### src/design/cbpdc_pkg.sv
`timescale 1ns / 1ps
package cbpdc_pkg;

  localparam int MONEY_W     = 48;
  localparam int RATE_W      = 24;
  localparam int MAT_W       = 7;
  localparam int FREQ_W      = 4;
  localparam int DUR_W       = 24;
  localparam int CONV_W      = 32;
  localparam int YIELD_W     = 32;
  localparam int CFG_IDX_W   = 3;
  localparam int CFG_DATA_W  = 48;
  localparam int WORD_W      = 64;
  localparam int WIDE_W      = 128;
  localparam int MAX_PERIODS_DEF = 1024;

  localparam logic [CFG_IDX_W-1:0] REG_FACE     = 3'd0;
  localparam logic [CFG_IDX_W-1:0] REG_COUPON   = 3'd1;
  localparam logic [CFG_IDX_W-1:0] REG_DISCOUNT = 3'd2;
  localparam logic [CFG_IDX_W-1:0] REG_MATURITY = 3'd3;
  localparam logic [CFG_IDX_W-1:0] REG_FREQ     = 3'd4;

  // Rounds a Q.32 product back to an integer word, saturating to 64 bits.
  function automatic logic [WORD_W-1:0] rnd32(input logic [WIDE_W-1:0] x);
    logic [WIDE_W-1:0] s;
    s = x + WIDE_W'(64'h8000_0000);
    if (s[127:96] != 32'd0) begin
      rnd32 = {WORD_W{1'b1}};
    end else begin
      rnd32 = s[95:32];
    end
  endfunction

endpackage

### src/design/cbpdc_mul.sv
`timescale 1ns / 1ps
module cbpdc_mul
  import cbpdc_pkg::*;
(
  input  logic              clk_i,
  input  logic              rst_ni,
  input  logic              start_i,
  input  logic [WORD_W-1:0] a_i,
  input  logic [WORD_W-1:0] b_i,
  output logic              done_o,
  output logic [WIDE_W-1:0] prod_o
);

  // One 32 by 32 partial product is accumulated per cycle.
  logic [1:0]        step_q, step_d;
  logic              run_q, run_d;
  logic              done_d;
  logic [WORD_W-1:0] a_q, a_d, b_q, b_d;
  logic [WIDE_W-1:0] acc_d;
  logic [31:0]       opa, opb;
  logic [63:0]       pp;
  logic [WIDE_W-1:0] pp_sh;

  always_comb begin
    opa = step_q[1] ? a_q[63:32] : a_q[31:0];
    opb = step_q[0] ? b_q[63:32] : b_q[31:0];
    pp  = 64'(opa) * 64'(opb);
    case (step_q)
      2'd0:    pp_sh = WIDE_W'(pp);
      2'd3:    pp_sh = WIDE_W'(pp) << 64;
      default: pp_sh = WIDE_W'(pp) << 32;
    endcase
  end

  always_comb begin
    step_d = step_q;
    run_d  = run_q;
    done_d = 1'b0;
    a_d    = a_q;
    b_d    = b_q;
    acc_d  = prod_o;
    if (start_i) begin
      a_d    = a_i;
      b_d    = b_i;
      acc_d  = '0;
      step_d = 2'd0;
      run_d  = 1'b1;
    end else if (run_q) begin
      acc_d  = prod_o + pp_sh;
      step_d = step_q + 2'd1;
      if (step_q == 2'd3) begin
        run_d  = 1'b0;
        done_d = 1'b1;
      end
    end
  end

  always_ff @(posedge clk_i or negedge rst_ni) begin
    if (!rst_ni) begin
      step_q <= 2'd0;
      run_q  <= 1'b0;
      done_o <= 1'b0;
    end else begin
      step_q <= step_d;
      run_q  <= run_d;
      done_o <= done_d;
    end
  end

  always_ff @(posedge clk_i) begin
    a_q    <= a_d;
    b_q    <= b_d;
    prod_o <= acc_d;
  end

endmodule

### config.mk
export PLATFORM = sky130hd
export DESIGN_NAME = cbpdc_mul
export DESIGN_NICKNAME = d
export VERILOG_FILES = /design/src/design/cbpdc_pkg.sv /design/src/design/cbpdc_mul.sv
export SDC_FILE = /design/constraint.sdc
export NUM_CORES = 2
export LEC_CHECK = 0
export BUFFER_PORTS_ARGS = -buffer_cell sky130_fd_sc_hd__buf_2
export CAP_MARGIN = 0
export CORE_AREA = 2 2 318 320
export DETAILED_ROUTE_END_ITERATION = 10
export DIE_AREA = 0 0 320 322
export PLACE_DENSITY = 0.75
export SYNTH_ARGS = -nofsm -noshare
export SYNTH_HDL_FRONTEND = slang
export SYNTH_SLANG_ARGS = --single-unit
### constraint.sdc
create_clock -name clk_i -period 14.1 [get_ports clk_i]
set_input_delay 2.82 -clock clk_i [delete_from_list [all_inputs] [get_ports clk_i]]
set_output_delay 2.82 -clock clk_i [all_outputs]
set_load 0.05 [all_outputs]
# Yosys cells after proc, flatten, opt, wreduce, memory -nomap -nowiden

Cells that the tools add are included.

Mux-type cells: 11
Equal/unequal tests: 1
$add $sub $neg: 2
Multiply operators: 1
Reductions and logical operators: 2

Operators with widths:

| cell                                         | count |
|---|---|
| case mux 128 bit (2 select lines)            | 1 |
| adder 128 bit                                | 1 |
| multiplier 32 x 32 -> 64 bit                 | 1 |
| two-way mux 32 bit                           | 2 |
| two-way mux 1 bit                            | 6 |
| two-way mux 2 bit                            | 2 |
| adder 2 x 1 -> 2 bit (second input constant) | 1 |
| == test 2 bit (second input constant)        | 1 |
| logical NOT 2 bit                            | 1 |
| nonzero test 2 bit                           | 1 |

Output and inout bits: 129
Register bits after elaboration: 260

# Longest topological paths before layout

Word-level depth: 4
Depth in mapped cells: 48
Gate-level depth less buffers: 42

# Worst setup path after synthesis

No wires, ideal clock.

Path type: register to register
Start: register step_q[1]
End: register prod_o[127]
Data arrival time: 11672 ps
Stages on the path, launching flop included: 44
Clock period less this slack: 11795 ps
Data required time: 13977 ps
Setup slack: 2305 ps
Buffers on the path: 5
Cell sequence: dfrtp_1 clkbuf_1 clkbuf_1 buf_1 mux2i_1 clkbuf_1 nor2_1 fa_1 inv_1 fa_1 fa_1 fa_1 inv_1 fa_1 inv_1 fa_1 inv_1 fa_1 [... 8 more ...] o211ai_1 o21a_1 o21ai_1 xor2_1 a22o_1 ha_1 clkbuf_1 nand4_1 or3_1 nor2_1 nand3_1 or4_1 o211a_1 o21ai_1 a221o_1 a21o_1 mux2i_1 mux2_1

Word-level cells in the longest chain between the ends: 4

RTL lines:

| what                                | line            | source |
|---|---|---|
| start, declared                     | cbpdc_mul.sv:15 | `logic [1:0] step_q, step_d;` |
| start signal, assigned              | cbpdc_mul.sv:64 | `step_q <= step_d;` |
| two-way mux 32 bit                  | cbpdc_mul.sv:25 | `opa = step_q[1] ? a_q[63:32] : a_q[31:0];` |
| multiplier 32 x 32 -> 64 bit        | cbpdc_mul.sv:27 | `pp = 64'(opa) * 64'(opb);` |
| case mux 128 bit (2 select lines) * | cbpdc_mul.sv:28 | `case (step_q)` |
| adder 128 bit *                     | cbpdc_mul.sv:49 | `acc_d = prod_o + pp_sh;` |
| end signal, assigned                | cbpdc_mul.sv:73 | `prod_o <= acc_d;` |
| end, declared                       | cbpdc_mul.sv:11 | `output logic [WIDE_W-1:0] prod_o` |

Every way passes the cells marked *; elsewhere a longest branch is shown, timed or not.
A chain may end at the register's enable or synchronous reset.

# Final worst setup path

Start: register step_q[0]
End: register prod_o[127]

Word-level cells in the longest chain between the ends: 4

RTL lines:

| what                                | line            | source |
|---|---|---|
| two-way mux 32 bit                  | cbpdc_mul.sv:26 | `opb = step_q[0] ? b_q[63:32] : b_q[31:0];` |
| multiplier 32 x 32 -> 64 bit        | cbpdc_mul.sv:27 |  |
| case mux 128 bit (2 select lines) * | cbpdc_mul.sv:28 |  |
| adder 128 bit *                     | cbpdc_mul.sv:49 |  |

Marks and branches as above.

==> results.md <==
- Status: completed
- Gpl congestion: 1.04
- Worst Hold Class: reg2reg
- Yosys Warn Count: 0
- Die height: 322 um
- CTS tree: done
- Worst Setup Start Kind: flip-flop
- Worst Path Required: 14.62 ns
- Synth cell count leaders: 897 x fa_1, 890 x inv_1, 799 x nor2_1
- DRC: 0
- Share of cells above drive strength 1: 0.0961
- Iteration-0 DRC Markers: 4247
- Area fraction of the dominant cell type after synthesis: 0.356
- Clk sink count: 260
- Vias in the first global route: 43891
- Fin crit share: 0.953
- IO buf count: 259
- Yosys reg bits: 260
- Kind of critical path: reg2reg
- Hold buffer count at cts: 0
- Total global-route track usage: 0.343
- FFs w/ async S/R, synth: 0.0154
- Hpwl dp: 145000 um
- IO Count: 260
- Slew Limit Fails: 0
- Final WL: 176000 um
- Core area: 0.0996 mm^2
- Fill cell count: 9109
- Synth area leaders: fa_1 36%, ha_1 9.9%, edfxtp_1 7.6%, inv_1 6.6%, nor2_1 5.9%
- Deepest clock path buffer count: 3
- Slew @ Worst Pin: 1.38 ns
- Die ar.: 0.103 mm^2
- Avg Inst Size Synth: 8.80 um^2
- Site Rows: 116
- Fmax: 74.4 MHz
- Routed vias: 42900
- Most frequent CP cell: fa_1
- CP max FO: 28
- Post-Syn Nets: 7160
- Max-cap check violation count: 0
- CTS Buf Count: 35
- Initial Utilization: 0.507
- Worst-skew pair later-pin latency: 0.63 ns
- H-tree Lvls: 2
- Mapped cell area: 0.0505 mm^2
- Synth unique cells: 78
- FF-to-FF setup slack: 0.66 ns
- Setup tns final: 0 ns
- GRT overflow: 0
- Seq/Total Area, Yosys: 0.129
- CP max-delay cell: dfrtp_4
- Post-synth EDFFs: 128
- Post-Synthesis Cells: 5733
- Die width: 320 um
- First-pass GRT wire length: 264000 um
- Max stage delay on crit path: 0.85 ns
- Arrival time at the worst endpoint: 13.95 ns
- Drt first pass iters: 5
- Slew HR: 0.0689
- Worst-path clk slew: 0.06 ns
- Area Overhead vs Synth: 8.31%
- Final hold vios: 0
- Largest net degree at the start of global routing: 86
- Clock Skews: 0.0481 ns
- Critical Path Sink Type: flip-flop
- Final worst path period need: 13.44 ns
- Antenna violations before repair: 14
- RSZ-0062 raised after global routing: false
- Root Buffer: clkbuf_16
- Most frequent cell after synthesis: fa_1
- Wire length per cell: 24.5 um
- Final setup fails: 0
- DRT antenna net count: 0
- Fin nets: 7282
- Area leader, netlist: fa_1
- Vias per Instance: 5.97
- Top FF cell, synth: edfxtp_1
## repair_timing
item | CTS | global route
buffers inserted | 0 | 1
gates resized for setup | 0 | 3
endpoints found under the setup margin | 0 | 1
## layout make-up
class                           count  area (um^2)  area share
Multi-Input combinational cell   4285        39700       0.727
Sequential cell                   260         6520       0.119
Inverter                          890         3340      0.0611
Timing Repair Buffer              383         2260      0.0414
Tap cell                         1298         1620      0.0297
Clock buffer                       41          918      0.0168
Clock inverter                     20          241     0.00442
Antenna cell                       11         27.5    0.000504
## cell usage in the layout (no fill, tap or decap), drive strengths merged, types with 62 or more instances in the layout
master  Yosys  routed
a21o      130     130
a21oi     235     235
and2       72      72
buf        17     382
dfxtp     128     128
edfxtp    128     128
fa        897     897
ha        399     399
inv       890     895
mux2       63      63
mux2i     141     141
nand2     644     644
nand4      84      84
nor2      799     799
o21ai     156     156
o21bai     62      62
xnor2     110     110
xor2       70      70
## cells by family (layout without fill, tap and decap cells)
kind of cell,count (synthesis),count (layout),share of synthesized area
AOI/OAI and AO/OA,826,826,0.107
xor gates and xnor gates,180,180,0.0312
adders and majority gates,1296,1296,0.455
buffers and inverters,1188,1334,0.0884
DFF,260,260,0.129
muxes,204,204,0.0420
other,0,11,0
and+or+nand+nor,1779,1779,0.148
## stage by stage
| step | area [um^2] | std cells | hold slack, ns | setup WS [ns] | utilization |
|---|---|---|---|---|---|
| detailed placement | 53400 | 7115 | 0.476 | 0.753 | 0.537 |
| global placement | 53400 | 7115 | 0.469 | 1.09 | 0.537 |
| CTS | 54600 | 7176 | 0.488 | 0.667 | 0.548 |
| global route | 54600 | 7186 | 0.506 | 0.114 | 0.549 |
| finish | 54700 | 7188 | 0.487 | 0.663 | 0.549 |
| floorplan | 50500 | 5733 | 0.650 | 2.30 | - |
## flip-flops by register name, summed over array words and instances (netlist names)
| name | flops |
|---|---|
| prod_o | 128 |
| a_q | 64 |
| b_q | 64 |
| step_q | 2 |
| done_o | 1 |
| run_q | 1 |
## critical path, delay by kind of cell, from the launching register on
kind | cells | cell delay, ns
flops | 1 | 0.85
fa+ha+maj | 10 | 5.08
simple gates | 8 | 1.97
buf+inv | 6 | 0.96
mux | 3 | 0.77
xor+xnor | 1 | 0.35
compound gates | 13 | 3.28
## path summary, 6_finish.rpt
kind                             from          end  depth (start not counted)
min                        prod_o[95]   prod_o[95]                          2
max in group asynchronous      rst_ni        run_q                          1
max                         step_q[0]  prod_o[127]                         41
max reg2reg                 step_q[0]  prod_o[127]                         41
min in group asynchronous      rst_ni       done_o                          1
min reg2reg                prod_o[95]   prod_o[95]                          2
## routing by layer
metal	vias to the layer above	share of wire	track usage
met1	21372	0.39	0.441
met4	4	0.064	0.192
met5	-	0.00015	0
met3	555	0.11	0.0970
li1	18551	-	-
met2	2418	0.44	0.520
Power is not shown: default switching activity piles up to over one toggle a cycle in this logic, so the estimate is an artifact.
